--- config.mk ---
export PLATFORM = sky130hd
export DESIGN_NAME = wtre_div
export DESIGN_NICKNAME = d
export VERILOG_FILES = /design/src/sv/wtre_pkg.sv /design/src/sv/wtre_div.sv
export SDC_FILE = /design/constraint.sdc
export NUM_CORES = 1
export LEC_CHECK = 0
export BUFFER_PORTS_ARGS = -buffer_cell sky130_fd_sc_hd__buf_2
export CAP_MARGIN = 15
export CELL_PAD_IN_SITES_DETAIL_PLACEMENT = 0
export CELL_PAD_IN_SITES_GLOBAL_PLACEMENT = 1
export CORE_UTILIZATION = 48
export CTS_CLUSTER_SIZE = 40
export DETAILED_ROUTE_END_ITERATION = 12
export HOLD_SLACK_MARGIN = 0.05
export PLACE_DENSITY = 0.85
export SYNTH_ARGS = -nofsm -noshare
export SYNTH_HDL_FRONTEND = slang
export SYNTH_SLANG_ARGS = --single-unit
--- constraint.sdc ---
create_clock -name aclk -period 6.1 [get_ports aclk]
set_input_delay 0.305 -clock aclk [delete_from_list [all_inputs] [get_ports aclk]]
set_output_delay 0.305 -clock aclk [all_outputs]
set_load 0.01 [all_outputs]
--- src/sv/wtre_pkg.sv ---
// shared constants, types and ring arithmetic for the transfer rate estimator
package wtre_pkg;

    localparam int WINDOW_SECONDS = 30;
    localparam int SAMPLE_DEPTH   = 64;
    localparam int MS_PER_S       = 1000;

    localparam int IDX_W     = $clog2(SAMPLE_DEPTH);
    localparam int CNT_W     = $clog2(SAMPLE_DEPTH + 1);
    localparam int TIME_W    = 48;
    localparam int BYTES_W   = 48;
    localparam int RATE_W    = 59;
    localparam int MAG_W     = RATE_W - 1;
    localparam int DIV_CNT_W = $clog2(MAG_W + 1);

    localparam int S_TDATA_W = TIME_W + BYTES_W;
    localparam int M_TDATA_W = ((RATE_W + 7) / 8) * 8;

    localparam logic [TIME_W-1:0] WINDOW_MS = TIME_W'(WINDOW_SECONDS * MS_PER_S);

    // request kinds carried on s_tuser
    localparam logic MODE_TICK  = 1'b0;
    localparam logic MODE_START = 1'b1;

    typedef logic [IDX_W-1:0] idx_t;
    typedef logic [CNT_W-1:0] cnt_t;

    typedef struct packed {
        logic [TIME_W-1:0]  stamp;
        logic [BYTES_W-1:0] bytes;
    } sample_t;

    typedef struct packed {
        logic              start;
        logic              negative;
        logic [MAG_W-1:0]  magnitude;
        logic [TIME_W-1:0] divisor;
    } div_req_t;

    // base + offset modulo the ring depth, both operands below the depth
    function automatic idx_t ring_add(idx_t base, cnt_t offset);
        logic [CNT_W:0] sum;
        sum = (CNT_W + 1)'(base) + (CNT_W + 1)'(offset);
        if (sum >= (CNT_W + 1)'(SAMPLE_DEPTH)) begin
            sum = sum - (CNT_W + 1)'(SAMPLE_DEPTH);
        end
        return sum[IDX_W-1:0];
    endfunction

endpackage

--- src/sv/wtre_div.sv ---
// restoring divider, one quotient bit per cycle, sign applied at the end
module wtre_div (
    input  logic                              aclk,
    input  logic                              aresetn,
    input  wtre_pkg::div_req_t                req,
    output logic                              done,
    output logic signed [wtre_pkg::RATE_W-1:0] quotient
);

    logic                               busy_reg;
    logic                               done_reg;
    logic [wtre_pkg::DIV_CNT_W-1:0]     cnt_reg;
    logic [wtre_pkg::TIME_W-1:0]        rem_reg;
    logic [wtre_pkg::TIME_W-1:0]        rem_next;
    logic [wtre_pkg::MAG_W-1:0]         quo_reg;
    logic [wtre_pkg::MAG_W-1:0]         quo_next;
    logic [wtre_pkg::TIME_W-1:0]        dvs_reg;
    logic                               neg_reg;
    logic [wtre_pkg::TIME_W:0]          shifted;
    logic [wtre_pkg::TIME_W+1:0]        diff;

    always_comb begin
        shifted = {rem_reg, quo_reg[wtre_pkg::MAG_W-1]};
        diff    = {1'b0, shifted} - {2'b00, dvs_reg};
        if (diff[wtre_pkg::TIME_W+1]) begin
            rem_next = shifted[wtre_pkg::TIME_W-1:0];
            quo_next = {quo_reg[wtre_pkg::MAG_W-2:0], 1'b0};
        end else begin
            rem_next = diff[wtre_pkg::TIME_W-1:0];
            quo_next = {quo_reg[wtre_pkg::MAG_W-2:0], 1'b1};
        end
    end

    always_ff @(posedge aclk) begin
        if (!aresetn) begin
            busy_reg <= 1'b0;
            done_reg <= 1'b0;
            cnt_reg  <= '0;
        end else begin
            done_reg <= 1'b0;
            if (req.start) begin
                busy_reg <= 1'b1;
                cnt_reg  <= '0;
            end else if (busy_reg) begin
                cnt_reg <= cnt_reg + 1'b1;
                if (cnt_reg == wtre_pkg::DIV_CNT_W'(wtre_pkg::MAG_W - 1)) begin
                    busy_reg <= 1'b0;
                    done_reg <= 1'b1;
                end
            end
        end
    end

    always_ff @(posedge aclk) begin
        if (req.start) begin
            rem_reg <= '0;
            quo_reg <= req.magnitude;
            dvs_reg <= req.divisor;
            neg_reg <= req.negative;
        end else if (busy_reg) begin
            rem_reg <= rem_next;
            quo_reg <= quo_next;
        end
    end

    assign done     = done_reg;
    assign quotient = neg_reg ? -$signed({1'b0, quo_reg}) : $signed({1'b0, quo_reg});

endmodule

==> impl_results.md, run 1 <==
* Maximum vdd drop at 0.209 mV
* Mean post-synth cell area at 9.53 um2
* Pin count of the biggest net entering global routing at 92
* Cell type group with the largest total delay on the critical path: simple AND/OR/NAND/NOR gates
* Slowest library cell on the worst path: sky130_fd_sc_hd__or4_1
* Most used flip-flop cell after synthesis: sky130_fd_sc_hd__edfxtp_1
* Met2 track demand over resource in global routing at 37.9%
* Crit path buf inv count at 1
* Cells after synthesis at 1088
* Min Clock Period, post-route at 5.23 ns
* Setup slack of the worst register-to-register path at 2.34 ns
* Io pins at 170
* Count of fill cells added during filler insertion at 1863
* Number of global-route vias before repair at 8129
* Most Frequent Cell on Critical Path: sky130_fd_sc_hd__or4_1
* Worst path required time at 5.79 ns
* End of the worst register-to-register path: rem_reg[10]$_SDFFE_PP0P_
* Grt met3 use at 3.30%
* Critical Setup Path Class: reg -> out
* Die H at 149 um
* Number of pins exceeding their max-slew limit in the final report at 0
* Total nets after synthesis at 1250
* Crit. path cell count at 11
* Worst Tran Pin Value at 0.933 ns
* Layout overhead on the synthesized area at 20.4%
* Part of the cycle the worst path needs at 85.7%
* Clock buffer depth at 2
* Reported max-cap violation count at 0
* Length in cells of the worst reg-to-reg path at 13
* CTS tree: done
* Flip-flop and latch count after synthesis at 163
* Critical path origin: quo_reg[2]$_DFFE_PP_
* Global route total overflow at 0
* Overall global routing resource usage at 22.9%
* CTS clock-pin slew for the worst setup and hold paths at 0.06 ns
* Slew margin rel. at 37.6%
* Number of enable-type register cells in the synthesized netlist at 107
* Clock Skew at 0.0129 ns
* Master cell of the clock root buffer: sky130_fd_sc_hd__clkbuf_16
* Path type of the worst min-delay path: in -> reg
* Setup Slack @ Placement at 1.38 ns
* Syn. warnings at 0
* Die outline width at 149 um
* Number of buffers inserted by post-CTS setup repair at 0
* Count of endpoints failing hold in the final timing report at 0
* Total leakage power at 0.00506 uW
* Slowest Stage Delay on Critical Path at 0.63 ns
* Kind of start point of the critical path: register
* Die ar. at 22200 um2
* Placed wire-length estimate after detailed placement at 18300 um
* Post-route ant nets at 0
* Worst Slack Setup Final at 0.871 ns
* Routability congestion estimate at 0.863
* Sequential cell area fraction in the yosys report at 41.8%
* Total power divided by cell area at 251 nW/um2
* Number of CTS-inserted buffers at 17
* Number of nets at the end of the flow at 1450
* Count of port buffers added during placement at 169
* Met1 track utilization from global routing at 31.1%
* Post-detailed-route DRC marker count at 0
* Per-cell via count in the routed design at 5.44
* Synth unique cells at 61
* Data arrival time at the worst-slack endpoint at 4.92 ns
* Ys async rst share at 0%
* Initial drt markers at 396
* Number of levels the H-tree was split into at 4
* Insertion delay of the later-clocked pin in the worst-skew pair at 0.44 ns
* Achievable Freq at 191 MHz
* RSZ-0062 raised after global routing: false
* Total iterations of the first detailed-routing run at 5
* Endpoint type of the worst setup path: output pin
* Worst setup path endpoint: quotient[55]
* Effective utilization at floorplan at 49.2%
* Cell area after synthesis at 10400 um2
* Clock Sinks at 163
* Wire length per cell after detailed routing at 15.9 um
* Drt total wl at 25000 um
* Total negative slack for setup checks at 0 ns
* Cells traversed along the worst timing path: nor3_1 > nand3_1 > or4_1 > or4_1 > or3_1 > or4_1 > or4_1 > o41ai_1 > nand2_1 > xor2_1 > buf_2
* Core Area at 21100 um2
* Fraction of layout cells with a size suffix above 1 at 21.8%
* Largest fanout on the critical path at 6
* First-pass GRT wire length at 40400 um
* Result of the run: complete, no violations
* Total number of vias at 8577
* Count of final setup violators at 0
* FP Rows at 53
* Number of antenna violations at the first check in global routing at 1
* Flip-flop count of the largest register after layout at 58
* Antenna Cells at 0
* Most Crowded Layer GR: met2
* Startpoint of the worst register-to-register path: dvs_reg[30]$_DFFE_PP_
metal layers:
| metal | vias to the layer above | part of all wire [%] |
|---|---|---|
| met4 | 2 | 1.3 |
| met1 | 3949 | 47 |
| met3 | 29 | 5.4 |
| li1 | 4359 | - |
| met2 | 238 | 46 |
| met5 | - | 0.052 |
layout by cell type (no fill, tap or decap), drive strengths merged, types with 7 or more instances in the layout:
| cell type | synthesis | layout |
|---|---|---|
| dlygate4sd3 | 0 | 48 |
| nand3 | 12 | 12 |
| xnor2 | 78 | 78 |
| buf | 8 | 178 |
| a21o | 12 | 12 |
| clkbuf | 37 | 17 |
| or4 | 12 | 12 |
| nor3 | 22 | 22 |
| o21ai | 71 | 71 |
| a21oi | 81 | 81 |
| inv | 71 | 77 |
| or3 | 12 | 12 |
| nand2b | 19 | 19 |
| o31ai | 28 | 28 |
| mux2i | 8 | 8 |
| xor2 | 24 | 24 |
| mux2 | 58 | 58 |
| dfxtp | 56 | 56 |
| o211ai | 11 | 11 |
| a211oi | 32 | 32 |
| nand4 | 8 | 8 |
| nor2 | 97 | 97 |
| ha | 51 | 51 |
| a31oi | 7 | 7 |
| o21bai | 8 | 8 |
| nand2 | 82 | 82 |
| clkinv | 1 | 7 |
| edfxtp | 107 | 107 |
| a22o | 10 | 10 |
worst register-to-register path, cell delays in order (launching register included):
cell	delay [ns]
sky130_fd_sc_hd__edfxtp_1	0.32
sky130_fd_sc_hd__inv_1	0.04
sky130_fd_sc_hd__ha_1	0.36
sky130_fd_sc_hd__or3_1	0.42
sky130_fd_sc_hd__a21oi_1	0.22
sky130_fd_sc_hd__a311oi_1	0.10
sky130_fd_sc_hd__o21ai_0	0.35
sky130_fd_sc_hd__o21a_1	0.17
sky130_fd_sc_hd__o31ai_1	0.09
sky130_fd_sc_hd__o21ai_4	0.77
sky130_fd_sc_hd__buf_4	0.43
sky130_fd_sc_hd__nor2_1	0.09
sky130_fd_sc_hd__a21oi_1	0.15
sky130_fd_sc_hd__a211oi_1	0.09
Yosys cell counts (24+ instances only):
cell type / count / area [um2]
sky130_fd_sc_hd__xor2_1: 24 / 210
sky130_fd_sc_hd__o21ai_0: 68 / 340
sky130_fd_sc_hd__a211oi_1: 32 / 240
sky130_fd_sc_hd__a21oi_1: 81 / 405
sky130_fd_sc_hd__nand2_1: 82 / 308
sky130_fd_sc_hd__clkbuf_1: 37 / 139
sky130_fd_sc_hd__mux2_2: 58 / 653
sky130_fd_sc_hd__edfxtp_1: 107 / 3210
sky130_fd_sc_hd__ha_1: 51 / 638
sky130_fd_sc_hd__dfxtp_1: 56 / 1120
sky130_fd_sc_hd__o31ai_1: 24 / 180
sky130_fd_sc_hd__xnor2_1: 78 / 683
sky130_fd_sc_hd__nor2_1: 97 / 364
sky130_fd_sc_hd__inv_1: 71 / 267
metrics by stage:
| step | hold WS [ns] | util, % | cell area, um2 | power, uW | std cells |
|---|---|---|---|---|---|
| finish | 0.0890 | 59.2 | 12500 | 3130 | 1576 |
| global route | 0.0887 | 59.2 | 12500 | 3300 | 1576 |
| CTS | 0.0514 | 59.1 | 12500 | 3150 | 1574 |
| detailed placement | 0.483 | 54.3 | 11500 | 2140 | 1495 |
| global placement | 0.470 | 54.3 | 11500 | 2130 | 1495 |
| floorplan | 0.404 | - | 10400 | 1890 | 1088 |
repair_timing:
item / 4_1_cts / 5_1_grt
resized for setup: 0 / 0
hold endpoints to repair: 47 / 1
hold buffers: 47 / 1
setup endpoints to repair: 0 / 0
layout make-up:
type / instances / area, um2 / share of cell area (%)
Timing Repair Buffer: 226 / 1410 / 11.3
Clock buffer: 17 / 425 / 3.41
Tap cell: 275 / 344 / 2.75
Multi-Input combinational cell: 808 / 5600 / 44.8
Sequential cell: 163 / 4340 / 34.7
Inverter: 72 / 270 / 2.16
Clock inverter: 15 / 105 / 0.841
worst min path at each step:
stage               cells after the start  slack, ns                     from                      end
floorplan                               0       0.40                   req[0]     dvs_reg[0]$_DFFE_PP_
global placement                        2       0.47  cnt_reg[5]$_SDFFE_PP0P_  cnt_reg[5]$_SDFFE_PP0P_
detailed placement                      1       0.48                  req[40]    dvs_reg[40]$_DFFE_PP_
CTS                                     1       0.05                   req[4]     dvs_reg[4]$_DFFE_PP_
global route                            1       0.09                   req[0]     dvs_reg[0]$_DFFE_PP_
finish                                  1       0.09                   req[0]     dvs_reg[0]$_DFFE_PP_
power breakdown:
group	leakage, uW	internal [uW]	switching, uW
logic	0.00328	351	421
registers	0.00152	1280	86.5
clock network	0.000254	523	470
total	0.00506	2160	978
kinds of logic after synthesis:
group                      synth area share (%)
AOI/OAI and AO/OA                          18.5
xor gates and xnor gates                   8.61
adders and majority gates                  6.35
buffers and inverters                      4.34
DFF                                        41.8
muxes                                      7.07
and+or+nand+nor                            13.3
(Power assumes the default switching activity.)
==> inputs of run 2 (changes only) <==
CELL_PAD_IN_SITES_DETAIL_PLACEMENT = 1   (was 0)
CORE_UTILIZATION = 42   (was 48)
PLACE_DENSITY = 0.76   (was 0.85)
==> run 2 against run 1 <==
  * Register-to-register slack got worse by 0.16 ns
  * Final cell count rose by 2.9%
  * First-iteration DRC count fell by 2.5%
  * Die area rose by 14%
  * Sequential power barely moved
  * Clock power barely moved
  * Fmax fell by 1.3%
  * Combinational power rose by 2%
  * Clock-buffer cell count did not move
  * Flip-flop and latch count did not move
  * Core utilization fell by 7.6 points
  * Hold slack got worse by 0.022 ns
  * Largest power group unchanged
==> impl_results.md, run 2 (synthesized netlist as in run 1, its figures left out) <==
* Total iterations of the first detailed-routing run at 5
* Antenna Cells at 0
* Worst hold endpoint: dvs_reg[43]$_DFFE_PP_
* Number of global-route vias before repair at 8961
* Critical Setup Path Class: reg -> out
* Total leakage power at 0.00505 uW
* Fraction of layout cells with a size suffix above 1 at 22.0%
* Die outline width at 159 um
* Insertion delay of the later-clocked pin in the worst-skew pair at 0.43 ns
* CTS tree: done
* Count of endpoints failing hold in the final timing report at 0
* Cell type group with the largest total delay on the critical path: simple AND/OR/NAND/NOR gates
* Worst Tran Pin Value at 1.01 ns
* Number of pins exceeding their max-slew limit in the final report at 0
* Initial drt markers at 386
* Overall global routing resource usage at 22.6%
* Post-route ant nets at 0
* CTS clock-pin slew for the worst setup and hold paths at 0.06 ns
* Crit path buf inv count at 1
* Slew margin rel. at 32.1%
* Clock Skew at 0.0134 ns
* Wire length per cell after detailed routing at 17.3 um
* Maximum vdd drop at 0.183 mV
* Achievable Freq at 189 MHz
* Number of gates resized after CTS at 0
* Count of fill cells added during filler insertion at 2845
* Count of final setup violators at 0
* Total number of vias at 8836
* Startpoint of the worst register-to-register path: dvs_reg[30]$_DFFE_PP_
* Total power divided by cell area at 254 nW/um2
* Total negative slack for setup checks at 0 ns
* Final Instance Area at 12500 um2
* Most Frequent Cell on Critical Path: sky130_fd_sc_hd__or4_1
* Endpoint type of the worst setup path: output pin
* Clock Sinks at 163
* Slowest Stage Delay on Critical Path at 0.63 ns
* Placed wire-length estimate after detailed placement at 20700 um
* Cells traversed along the worst timing path: nor3_1 > nand3_1 > or4_1 > or4_1 > or3_1 > or4_1 > or4_1 > o41ai_1 > nand2_1 > xor2_1 > buf_2
* Number of CTS-inserted buffers at 17
* Number of nets at the end of the flow at 1446
* Kind of start point of the critical path: register
* Layout overhead on the synthesized area at 20.7%
* Highest-count cells in the layout ignoring fill and taps: 168 x sky130_fd_sc_hd__buf_2, 107 x sky130_fd_sc_hd__edfxtp_1, 97 x sky130_fd_sc_hd__nor2_1
* Part of the cycle the worst path needs at 86.9%
* Min Clock Period, post-route at 5.30 ns
* Clock buffer depth at 2
* Die ar. at 25300 um2
* First-pass GRT wire length at 46200 um
* Post-detailed-route DRC marker count at 0
* Number of antenna violations at the first check in global routing at 0
* Critical path origin: quo_reg[2]$_DFFE_PP_
* Reported max-cap violation count at 0
* Worst hold stages at 1
* Slowest library cell on the worst path: sky130_fd_sc_hd__or4_1
* Master cell of the clock root buffer: sky130_fd_sc_hd__clkbuf_16
* Most common library cell in the layout ignoring fill and taps: sky130_fd_sc_hd__buf_2
* Path type of the worst min-delay path: in -> reg
* Result of the run: complete, no violations
* Die H at 159 um
* End-of-flow core utilization at 51.6%
* Pin count of the biggest net entering global routing at 77
* Routability congestion estimate at 0.912
* Drt total wl at 28000 um
* Data arrival time at the worst-slack endpoint at 4.99 ns
* Worst path required time at 5.79 ns
* Cell area after placement at 11500 um2
* Effective utilization at floorplan at 42.8%
* Core Area at 24200 um2
* Number of levels the H-tree was split into at 4
* Length in cells of the worst reg-to-reg path at 12
* Per-cell via count in the routed design at 5.45
* Flip-flop count of the largest register after layout at 58
* End of the worst register-to-register path: rem_reg[3]$_SDFFE_PP0P_
* RSZ-0062 raised after global routing: false
* Largest fanout on the critical path at 6
* Startpoint of the lowest-slack hold path: req[43]
* Count of port buffers added during placement at 169
* FP Rows at 57
* Io pins at 170
* Setup slack of the worst register-to-register path at 2.18 ns
* Global route total overflow at 0
## run 2: cell count changes in the layout (fill, tap and decap cells not counted), moves of 2 or more
cell,previous run,this run
sky130_fd_sc_hd__clkinv_4,1,5
sky130_fd_sc_hd__dlygate4sd3_1,48,44
sky130_fd_sc_hd__clkinv_1,4,2
sky130_fd_sc_hd__inv_6,6,4
sky130_fd_sc_hd__inv_8,0,2
## run 2: worst max-delay path by stage
stage	slack, ns	cells after the start	to
after global placement	1.34	11	quotient[55]
after floorplan	1.82	10	quotient[52]
after detailed placement	1.27	11	quotient[55]
final	0.80	11	quotient[55]
after CTS	0.79	11	quotient[55]
after global routing	0.57	11	quotient[55]
## run 2: metal layers
| metal | share of wire (%) | routed length, um | track usage, % |
|---|---|---|---|
| met4 | 1.2 | 346 | 6.25 |
| met3 | 4.1 | 1140 | 3.31 |
| met1 | 47 | 13100 | 30.2 |
| met5 | 0 | 0 | 0 |
| met2 | 48 | 13400 | 38.2 |
## run 2: power by group
group	total (uW)	internal, uW	switching (uW)
registers	1370	1280	85.5
clock network	1020	532	486
logic	787	348	439
## run 2: cell type report
cell class / count / area (um2) / share of cell area (%)
flip-flops and latches: 163 / 4340 / 34.6
repair buffers: 222 / 1360 / 10.9
well taps: 324 / 405 / 3.24
inverters: 72 / 270 / 2.16
clock inverters: 15 / 125 / 0.999
multi-input cells: 808 / 5600 / 44.7
clock buffers: 17 / 425 / 3.40
## run 2: through the flow
step	hold WS [ns]	instances	setup WS [ns]	total power [uW]
global placement	0.470	1545	1.34	2130
floorplan	0.404	1088	1.82	1890
finish	0.0665	1621	0.801	3170
global route	0.0562	1621	0.571	3340
detailed placement	0.483	1545	1.27	2150
CTS	0.0572	1621	0.788	3210
## run 2: what timing repair did
item,in CTS,in global routing
hold buffers,44,0
endpoints found under the hold margin,44,0
setup buffers,0,0
## run 2: worst register-to-register path, stage by stage (launching register included)
cell and delay, ns:
sky130_fd_sc_hd__edfxtp_1 0.33, sky130_fd_sc_hd__inv_1 0.04, sky130_fd_sc_hd__ha_1 0.36, sky130_fd_sc_hd__or3_1 0.44, sky130_fd_sc_hd__a21oi_1 0.26, sky130_fd_sc_hd__a311oi_1 0.13
sky130_fd_sc_hd__o21ai_0 0.33, sky130_fd_sc_hd__o21a_1 0.18, sky130_fd_sc_hd__o31ai_1 0.11, sky130_fd_sc_hd__o21ai_4 0.82, sky130_fd_sc_hd__buf_4 0.43, sky130_fd_sc_hd__o21ai_0 0.16
sky130_fd_sc_hd__a22o_1 0.21
